**config.mk**
```make
export PLATFORM = sky130hd
export DESIGN_NAME = splice_info_section_parser_top
export DESIGN_NICKNAME = d
export VERILOG_FILES = /design/src/sisp_pkg.sv /design/src/splice_info_section_parser_top.sv /design/src/sisp_out_skid.sv
export VERILOG_INCLUDE_DIRS = /design/src /design/src/src
export SDC_FILE = /design/constraint.sdc
export NUM_CORES = 1
export LEC_CHECK = 0
export ABC_AREA = 1
export BUFFER_PORTS_ARGS = -buffer_cell sky130_fd_sc_hd__buf_4
export CAP_MARGIN = 5
export CELL_PAD_IN_SITES_DETAIL_PLACEMENT = 1
export CELL_PAD_IN_SITES_GLOBAL_PLACEMENT = 2
export CORE_ASPECT_RATIO = 1.5
export CORE_MARGIN = 4
export CORE_UTILIZATION = 41
export CTS_CLUSTER_SIZE = 20
export DETAILED_ROUTE_END_ITERATION = 12
export GPL_ROUTABILITY_DRIVEN = 0
export GPL_TIMING_DRIVEN = 0
export PLACE_DENSITY = 0.9
export SLEW_MARGIN = 15
export SYNTH_ARGS = -nofsm -noshare
export SYNTH_HDL_FRONTEND = slang
export SYNTH_SLANG_ARGS = --single-unit
```
**constraint.sdc**
```tcl
create_clock -name clk_i -period 32.8 [get_ports clk_i]
set_input_delay 3.28 -clock clk_i [delete_from_list [all_inputs] [get_ports clk_i]]
set_output_delay 3.28 -clock clk_i [all_outputs]
set_load 0.02 [all_outputs]
```
**src/splice_info_section_parser_top_defines.svh**
```systemverilog
// Assertion macros shared by the splice information section parser RTL.
// Every macro samples on clk_i and is disabled while rst_ni is low.
`ifndef SPLICE_INFO_SECTION_PARSER_TOP_DEFINES_SVH
`define SPLICE_INFO_SECTION_PARSER_TOP_DEFINES_SVH

// Same-cycle implication.
`define SISP_ASSERT_IMPL(lbl, ante, cons) \
  lbl: assert property (@(posedge clk_i) disable iff (!rst_ni) (ante) |-> (cons)) \
    else $error("sisp same-cycle check failed");

// Next-cycle implication.
`define SISP_ASSERT_NEXT(lbl, ante, cons) \
  lbl: assert property (@(posedge clk_i) disable iff (!rst_ni) (ante) |=> (cons)) \
    else $error("sisp next-cycle check failed");

`endif

```
**src/sisp_pkg.sv**
```systemverilog
// Types and constants of the splice information section parser.
// Used by sisp_out_skid and splice_info_section_parser_top; no dependencies.
package sisp_pkg;

  localparam int CountW    = 13;
  localparam int LenW      = 12;
  localparam int PidW      = 13;
  localparam int PtsW      = 33;
  localparam int EventW    = 32;
  localparam int InDataW   = 8;
  localparam int InUserW   = 14;
  localparam int OutDataW  = 152;
  localparam int OutUserW  = 8;

  localparam logic [CountW-1:0] CountMax       = {CountW{1'b1}};
  localparam logic [CountW-1:0] MinSectionLen  = CountW'(11);
  localparam logic [CountW-1:0] LengthOverhead = CountW'(3);

  localparam logic [7:0] TableIdSpliceInfo = 8'hFC;
  localparam logic [7:0] CmdSpliceInsert   = 8'h05;
  localparam logic [7:0] CmdTimeSignal     = 8'h06;

  // Byte offsets inside the section.
  localparam logic [CountW-1:0] OffTableId    = CountW'(0);
  localparam logic [CountW-1:0] OffLenHi      = CountW'(1);
  localparam logic [CountW-1:0] OffLenLo      = CountW'(2);
  localparam logic [CountW-1:0] OffAdjLead    = CountW'(4);
  localparam logic [CountW-1:0] OffCmd        = CountW'(13);
  localparam logic [CountW-1:0] OffEventLead  = CountW'(13);
  localparam logic [CountW-1:0] OffTsTspec    = CountW'(14);
  localparam logic [CountW-1:0] OffCancel     = CountW'(18);
  localparam logic [CountW-1:0] OffFlags      = CountW'(19);
  localparam logic [CountW-1:0] OffInsTspec   = CountW'(20);
  localparam logic [CountW-1:0] OffDurNoSched = CountW'(20);
  localparam logic [CountW-1:0] OffDurNoTime  = CountW'(21);
  localparam logic [CountW-1:0] OffDurTime    = CountW'(25);

  typedef struct packed {
    logic [PidW-1:0]   source_pid;
    logic [7:0]        command_kind;
    logic [PtsW-1:0]   pts_adjustment;
    logic [EventW-1:0] event_number;
    logic              cancel_flag;
    logic              oon_flag;
    logic              prog_flag;
    logic              splice_immediate;
    logic              time_present;
    logic [PtsW-1:0]   splice_pts;
    logic              duration_present;
    logic [PtsW-1:0]   break_duration;
  } result_t;

endpackage

```
**src/splice_info_section_parser_top.sv**
```systemverilog
// Splice information section parser, top level.
// Depends on sisp_pkg, sisp_out_skid and splice_info_section_parser_top_defines.svh.
//
// Takes one section byte per transfer and sustains one byte per clock while the
// output buffer has space: every byte updates the section registers through one
// capture stage keyed by its byte offset. A section's result enters the output buffer
// with its last byte's transfer, and only if the table id is 0xFC, at least 11 bytes
// arrived and the declared length plus 3 fits in them. A two-entry output buffer lets
// bytes keep flowing while a result waits; the slave side stalls only when both
// entries hold results. Fields that the data stops short of read as zero.
`include "splice_info_section_parser_top_defines.svh"

module splice_info_section_parser_top (
  input  logic                            clk_i,
  input  logic                            rst_ni,
  input  logic                            s_axis_tvalid,
  output logic                            s_axis_tready,
  // data_byte[7:0]
  input  logic [sisp_pkg::InDataW-1:0]    s_axis_tdata,
  // first_byte[0], stream_pid[13:1]
  input  logic [sisp_pkg::InUserW-1:0]    s_axis_tuser,
  input  logic                            s_axis_tlast,
  output logic                            m_axis_tvalid,
  input  logic                            m_axis_tready,
  // source_pid[12:0], pts_adjustment[45:13], event_number[77:46], cancel_flag[78],
  // oon_flag[79], prog_flag[80], splice_immediate[81], time_present[82],
  // splice_pts[115:83], duration_present[116], break_duration[149:117], zero[151:150]
  output logic [sisp_pkg::OutDataW-1:0]   m_axis_tdata,
  // command_kind[7:0]
  output logic [sisp_pkg::OutUserW-1:0]   m_axis_tuser
);
  import sisp_pkg::*;

  function automatic logic [PtsW-1:0] load_pts(logic [PtsW-1:0] cur, logic [CountW-1:0] idx,
                                               logic [CountW-1:0] lead, logic [7:0] b);
    logic [PtsW-1:0] r;
    r = cur;
    if (idx == lead) r[PtsW-1] = b[0];
    for (int k = 1; k <= 4; k++) begin
      if (idx == lead + CountW'(k)) r[39-8*k -: 8] = b;
    end
    return r;
  endfunction

  function automatic logic [EventW-1:0] load_evt(logic [EventW-1:0] cur,
                                                 logic [CountW-1:0] idx,
                                                 logic [CountW-1:0] lead, logic [7:0] b);
    logic [EventW-1:0] r;
    r = cur;
    for (int k = 1; k <= 4; k++) begin
      if (idx == lead + CountW'(k)) r[39-8*k -: 8] = b;
    end
    return r;
  endfunction

  logic              in_xfer, in_first, res_space, emit;
  logic [7:0]        b;
  logic [CountW-1:0] idx;
  logic              ins, tsg, tflag;

  logic [CountW-1:0] cnt_q, cnt_d, cnt_n;
  logic [LenW-1:0]   len_q, len_d, len_n;
  logic              table_ok_q, table_ok_d, table_ok_n;
  logic [PidW-1:0]   pid_q, pid_d;
  logic [PtsW-1:0]   adj_q, adj_d, adj_n;
  logic [7:0]        cmd_q, cmd_d, cmd_n;
  logic [EventW-1:0] evt_q, evt_d, evt_n;
  logic              cancel_q, cancel_d, cancel_n;
  logic              oon_q, oon_d, oon_n;
  logic              prog_q, prog_d, prog_n;
  logic              dur_q, dur_d, dur_n;
  logic              imm_q, imm_d, imm_n;
  logic              time_flag_q, time_flag_d, time_flag_n;
  logic [PtsW-1:0]   time_q, time_d, time_n;
  logic [PtsW-1:0]   brk_q, brk_d, brk_n;
  result_t           res_new, res_out;

  assign in_xfer       = s_axis_tvalid && s_axis_tready;
  assign in_first      = s_axis_tuser[0];
  assign b             = s_axis_tdata;
  assign s_axis_tready = res_space;
  assign idx           = in_first ? '0 : cnt_q;

  always_comb begin
    cnt_n       = (idx == CountMax) ? idx : idx + CountW'(1);
    len_n       = in_first ? '0 : len_q;
    table_ok_n  = in_first ? 1'b0 : table_ok_q;
    adj_n       = in_first ? '0 : adj_q;
    cmd_n       = in_first ? '0 : cmd_q;
    evt_n       = in_first ? '0 : evt_q;
    cancel_n    = in_first ? 1'b0 : cancel_q;
    oon_n       = in_first ? 1'b0 : oon_q;
    prog_n      = in_first ? 1'b0 : prog_q;
    dur_n       = in_first ? 1'b0 : dur_q;
    imm_n       = in_first ? 1'b0 : imm_q;
    time_flag_n = in_first ? 1'b0 : time_flag_q;
    time_n      = in_first ? '0 : time_q;
    brk_n       = in_first ? '0 : brk_q;
    ins         = cmd_n == CmdSpliceInsert;
    tsg         = cmd_n == CmdTimeSignal;
    tflag       = 1'b0;

    if (idx == OffTableId) table_ok_n = b == TableIdSpliceInfo;
    if (idx == OffLenHi) len_n[LenW-1:8] = b[3:0];
    if (idx == OffLenLo) len_n[7:0] = b;
    adj_n = load_pts(adj_n, idx, OffAdjLead, b);
    if (idx == OffCmd) cmd_n = b;

    if (ins) begin
      evt_n = load_evt(evt_n, idx, OffEventLead, b);
      if (idx == OffCancel) cancel_n = b[7];
      if (!cancel_n) begin
        if (idx == OffFlags) {oon_n, prog_n, dur_n, imm_n} = b[7:4];
        if (prog_n && !imm_n) begin
          tflag = (idx == OffInsTspec) ? b[7] : time_flag_n;
          if (idx == OffInsTspec) time_flag_n = b[7];
          if (tflag) time_n = load_pts(time_n, idx, OffInsTspec, b);
          if (dur_n) brk_n = load_pts(brk_n, idx, tflag ? OffDurTime : OffDurNoTime, b);
        end else if (dur_n) begin
          brk_n = load_pts(brk_n, idx, OffDurNoSched, b);
        end
      end
    end else if (tsg) begin
      tflag = (idx == OffTsTspec) ? b[7] : time_flag_n;
      if (idx == OffTsTspec) time_flag_n = b[7];
      if (tflag) time_n = load_pts(time_n, idx, OffTsTspec, b);
    end

    emit = in_xfer && s_axis_tlast && table_ok_n && (cnt_n >= MinSectionLen) &&
           (CountW'(len_n) + LengthOverhead <= cnt_n);
  end

  always_comb begin
    res_new.source_pid       = pid_d;
    res_new.command_kind     = cmd_n;
    res_new.pts_adjustment   = adj_n;
    res_new.event_number     = evt_n;
    res_new.cancel_flag      = cancel_n;
    res_new.oon_flag         = oon_n;
    res_new.prog_flag        = prog_n;
    res_new.splice_immediate = imm_n;
    res_new.time_present     = time_flag_n;
    res_new.splice_pts       = time_n;
    res_new.duration_present = dur_n;
    res_new.break_duration   = brk_n;
  end

  always_comb begin
    pid_d = (in_xfer && in_first) ? s_axis_tuser[InUserW-1:1] : pid_q;
    if (!in_xfer) begin
      cnt_d = cnt_q; len_d = len_q; table_ok_d = table_ok_q; adj_d = adj_q;
      cmd_d = cmd_q; evt_d = evt_q; cancel_d = cancel_q; oon_d = oon_q;
      prog_d = prog_q; dur_d = dur_q; imm_d = imm_q; time_flag_d = time_flag_q;
      time_d = time_q; brk_d = brk_q;
    end else if (s_axis_tlast) begin
      cnt_d = '0; len_d = '0; table_ok_d = 1'b0; adj_d = '0;
      cmd_d = '0; evt_d = '0; cancel_d = 1'b0; oon_d = 1'b0;
      prog_d = 1'b0; dur_d = 1'b0; imm_d = 1'b0; time_flag_d = 1'b0;
      time_d = '0; brk_d = '0;
    end else begin
      cnt_d = cnt_n; len_d = len_n; table_ok_d = table_ok_n; adj_d = adj_n;
      cmd_d = cmd_n; evt_d = evt_n; cancel_d = cancel_n; oon_d = oon_n;
      prog_d = prog_n; dur_d = dur_n; imm_d = imm_n; time_flag_d = time_flag_n;
      time_d = time_n; brk_d = brk_n;
    end
  end

  always_ff @(posedge clk_i or negedge rst_ni) begin
    if (!rst_ni) begin
      cnt_q <= '0; len_q <= '0; table_ok_q <= 1'b0; pid_q <= '0; adj_q <= '0;
      cmd_q <= '0; evt_q <= '0; cancel_q <= 1'b0; oon_q <= 1'b0; prog_q <= 1'b0;
      dur_q <= 1'b0; imm_q <= 1'b0; time_flag_q <= 1'b0; time_q <= '0; brk_q <= '0;
    end else begin
      cnt_q <= cnt_d; len_q <= len_d; table_ok_q <= table_ok_d; pid_q <= pid_d;
      adj_q <= adj_d; cmd_q <= cmd_d; evt_q <= evt_d; cancel_q <= cancel_d;
      oon_q <= oon_d; prog_q <= prog_d; dur_q <= dur_d; imm_q <= imm_d;
      time_flag_q <= time_flag_d; time_q <= time_d; brk_q <= brk_d;
    end
  end

  sisp_out_skid u_out (
    .clk_i     (clk_i),
    .rst_ni    (rst_ni),
    .push_i    (emit),
    .res_i     (res_new),
    .space_o   (res_space),
    .m_valid_o (m_axis_tvalid),
    .m_ready_i (m_axis_tready),
    .res_o     (res_out)
  );

  assign m_axis_tuser = res_out.command_kind;
  assign m_axis_tdata = {2'b00, res_out.break_duration, res_out.duration_present,
                         res_out.splice_pts, res_out.time_present, res_out.splice_immediate,
                         res_out.prog_flag, res_out.oon_flag, res_out.cancel_flag,
                         res_out.event_number, res_out.pts_adjustment, res_out.source_pid};

  `SISP_ASSERT_IMPL(a_cancel_masks_flags, cancel_q, !(oon_q || prog_q || dur_q || imm_q))
  `SISP_ASSERT_IMPL(a_time_needs_cmd, time_flag_q,
                    (cmd_q == CmdSpliceInsert) || (cmd_q == CmdTimeSignal))
  `SISP_ASSERT_NEXT(a_last_clears, in_xfer && s_axis_tlast, (cnt_q == '0) && !table_ok_q)

endmodule

```
**src/sisp_out_skid.sv**
```systemverilog
// Two-entry output buffer (output register plus skid register) for results.
// Depends on sisp_pkg and splice_info_section_parser_top_defines.svh.
`include "splice_info_section_parser_top_defines.svh"

module sisp_out_skid (
  input  logic              clk_i,
  input  logic              rst_ni,
  input  logic              push_i,
  input  sisp_pkg::result_t res_i,
  output logic              space_o,
  output logic              m_valid_o,
  input  logic              m_ready_i,
  output sisp_pkg::result_t res_o
);
  import sisp_pkg::*;

  logic    out_v_q, out_v_d;
  logic    skid_v_q, skid_v_d;
  result_t out_q, out_d;
  result_t skid_q, skid_d;
  logic    pop;

  assign pop       = out_v_q && m_ready_i;
  assign space_o   = !skid_v_q;
  assign m_valid_o = out_v_q;
  assign res_o     = out_q;

  always_comb begin
    out_v_d  = out_v_q;
    skid_v_d = skid_v_q;
    out_d    = out_q;
    skid_d   = skid_q;
    if (pop || !out_v_q) begin
      if (skid_v_q) begin
        out_v_d  = 1'b1;
        out_d    = skid_q;
        skid_v_d = 1'b0;
      end else begin
        out_v_d = push_i;
        out_d   = res_i;
      end
    end else if (push_i) begin
      skid_v_d = 1'b1;
      skid_d   = res_i;
    end
  end

  always_ff @(posedge clk_i or negedge rst_ni) begin
    if (!rst_ni) begin
      out_v_q  <= 1'b0;
      skid_v_q <= 1'b0;
    end else begin
      out_v_q  <= out_v_d;
      skid_v_q <= skid_v_d;
    end
  end

  always_ff @(posedge clk_i) begin
    out_q  <= out_d;
    skid_q <= skid_d;
  end

  `SISP_ASSERT_IMPL(a_skid_needs_out, skid_v_q, out_v_q)
  `SISP_ASSERT_NEXT(a_skid_kept, skid_v_q && !pop, skid_v_q)
  `SISP_ASSERT_NEXT(a_stall_to_skid, push_i && out_v_q && !m_ready_i, skid_v_q)

endmodule

```
==> flow_summary.yaml <==
place:
  dpl.hpwl_mm: 57.6
  port_buffers: 185
sta:
  unrepaired_setup_endpoints_after_global_routing: "false"
  fin_setup_tns_ns: 0
  fin_crit_ns: 8.46
  timing.final.hold_violations: 0
  finalCritPeriodShare: 0.258
  timing_max_transition_violations_final: 0
  timing.max_slew.rel_slack: 0.226
  timing.clock.skew_ns: 0.0351
  finalSetupViolCount: 0
  highest_clock_frequency_the_design_can_meet_mhz: 118
  transition_at_the_pin_with_the_smallest_max_transition_slack_ns: 1.16
clocking:
  tritoncts: "done"
  cts_root_buf: "sky130_fd_sc_hd__clkbuf_16"
  post_cts_resize_count: 0
  clk_transition_reported_paths_ns: 0.07
  worstSkewPairLatency_ns: 0.63
  clock_sinks: 502
  postCtsSetupRepairBufs: 0
  clockBufferDepth: 3
  cts_inserted_buffers: 50
  cts_hold_buf: 0
  clock_tree.htree_level_count: 2
global_route:
  pin_count_of_the_biggest_net_entering_global_routing: 70
  grt_pass1_wl_mm: 124
  grt_overflow_total: 0
  grt_util_all_layers: 0.255
  number_of_antenna_violations_at_the_first_check_in_global_routing: 1
  vias_in_the_first_global_route: 21600
power:
  vdd_ir_drop_max_mv: 0.0390
  cellPowerDensity_nw_per_um2: 46.9
  post-layout-total-power_mw: 1.32
  leakage_nw: 12.2
floorplanning:
  horizontal_extent_of_the_die_um: 205
  die_height_um: 304
  rows: 108
  design.die.area_um2: 62300
  num_io_pins: 189
  core_area_um2: 57800
  floorplan.initialDensity: 0.413
logic_synthesis:
  synth_async_sr_flop_share: 0.371
  post-synth-top-area-cell: "sky130_fd_sc_hd__edfxtp_1"
  count_leader_synth: "sky130_fd_sc_hd__nand2_1"
  synth_top_cells_by_area: "sky130_fd_sc_hd__edfxtp_1 (40%), sky130_fd_sc_hd__dfrtp_1 (19%), sky130_fd_sc_hd__nand2_1 (12%)"
  postSynthCellCount: 2617
  postSynthRegisterBits: 502
  ys_seq_area_frac: 0.592
  synth_top_cells_by_count: "sky130_fd_sc_hd__nand2_1 (789), sky130_fd_sc_hd__nand3_1 (362), sky130_fd_sc_hd__edfxtp_1 (316)"
  syn-cell-area_um2: 23900
  synthFlopType: "sky130_fd_sc_hd__edfxtp_1"
  syn-mean-instance-area_um2: 9.13
  synth_largest_type_area_fraction: 0.397
  number_of_enable_type_register_cells_in_the_synthesized_netlist: 316
  distinct_cell_type_count_of_the_synthesized_netlist: 49
  yosysWarnings: 0
detailed_routing:
  post-route-drc-count: 0
  dr_wl_cell_um: 21.7
  drt_iter0_drc: 1118
  antenna_violating_nets_remaining: 0
  viasPerCell: 5.40
  vias_post_dr: 19900
  wirelength_mm: 80.0
  dr.pass1.iters: 5
setup_path:
  worstSetupPathType: "input port to flop"
  critPathSlowestCell: "sky130_fd_sc_hd__nor2_4"
  startpoint_type: "input port"
  critical_path_peak_fanout: 25
  cp-end-kind: "flop"
  critical_path_arrival_ns: 8.77
  required_ns: 33.10
  critPathMaxStageDelay_ns: 0.60
run:
  cap_viol_max_count: 0
min_path:
  worstHoldPathType: "flop to flop"
cells_and_area:
  area_growth_syn_to_layout_pct: 18.1
  drive_above_1_share: 0.131
  finalNetCount: 2911
status:
  status: "completed"
## kinds of logic (layout without fill, tap and decap cells)
logic type / after synthesis / after routing / share of synthesized area
AND/OR/NAND/NOR: 1392 / 1392 / 0.260
flip-flops: 502 / 502 / 0.592
buffers and inverters: 374 / 665 / 0.0633
AO/OA/AOI/OAI: 322 / 322 / 0.0722
adder cells (fa/ha/maj): 17 / 17 / 0.00891
XOR/XNOR: 9 / 9 / 0.00330
other: 1 / 3 / 0.000157
## flip-flops by register name (all words and copies together) (netlist names), 12 cells and up
signal        flops
adj_q            33
brk_q            33
cnt_q            13
evt_q            32
len_q            12
pid_q            13
time_q           33
u_out.res_o     158
u_out.skid_q    158
## cell type report
cell class,instances,area (um^2)
diodes,1,2.50
plain buffers,141,632
flip-flops and latches,502,14100
clock inverters,25,304
multi-input cells,1742,8250
well taps,770,963
clock buffers,69,1350
inverters,233,882
repair buffers,197,1690
fillers,6826,29600
## metal layers
layer  global-route usage  part of all wire  vias up  routed length [um]
met1                0.292              0.38     9921               30300
met5                    0                 0        -                   0
met3               0.0307             0.039      212                3150
met2                0.466              0.53      517               42000
met4                0.125             0.057        0                4590
li1                     -                 -     9224                   -
## path summary, 6_finish.rpt
check | start | end | cells after the start | slack, ns
setup / recovery | s_axis_tuser[0] | u_out.skid_q[157] | 25 | 24.34
hold / removal | brk_q[20] | brk_q[20] | 2 | 0.48
setup reg to reg | cnt_q[1] | u_out.skid_q[157] | 23 | 27.16
hold reg to reg | brk_q[20] | brk_q[20] | 2 | 0.48
max in group asynchronous | rst_ni | brk_q[16] | 2 | 29.39
min in group asynchronous | rst_ni | pid_q[3] | 1 | 2.57
## power breakdown
group          internal, mW  leakage, nW  switching, mW  total [mW]
Sequential            0.673         5.93        0.00186       0.675
Combinational        0.0148         5.51         0.0465      0.0613
Clock                 0.325        0.786          0.261       0.587
Total                  1.01         12.2          0.310        1.32
## worst max-delay path: cells and delay by family
kind | cells | cell delay (ns)
AO/OA/AOI/OAI | 3 | 0.85
adder cells (fa/ha/maj) | 3 | 0.95
buffers and inverters | 8 | 1.30
AND/OR/NAND/NOR | 11 | 2.35
## per-stage QoR
stage	util	instances	hold WS (ns)	area [um^2]	setup slack, ns
after floorplan	-	2618	0.449	23900	16.87
after global routing	0.488	3680	0.509	28200	23.84
after detailed placement	0.459	3584	0.465	26500	23.73
final	0.488	3680	0.483	28200	24.34
after global placement	0.454	3573	0.461	26200	5.94
after CTS	0.488	3678	0.484	28200	24.32
## cells in the final DEF (no fill, tap or decap), drive strengths merged, types with 2 or more instances in the layout
master	n
nand2	821
nand3	369
edfxtp	316
o21ai	264
buf	241
inv	236
dfrtp	186
clkbuf	166
nor2	125
and2	38
nand4	27
o22ai	23
ha	17
a21oi	17
a31oi	13
clkinv	13
nor3	9
xor2	8
clkinvlp	5
bufinv	4
o211ai	2
conb	2
(Power assumes the default switching activity.)
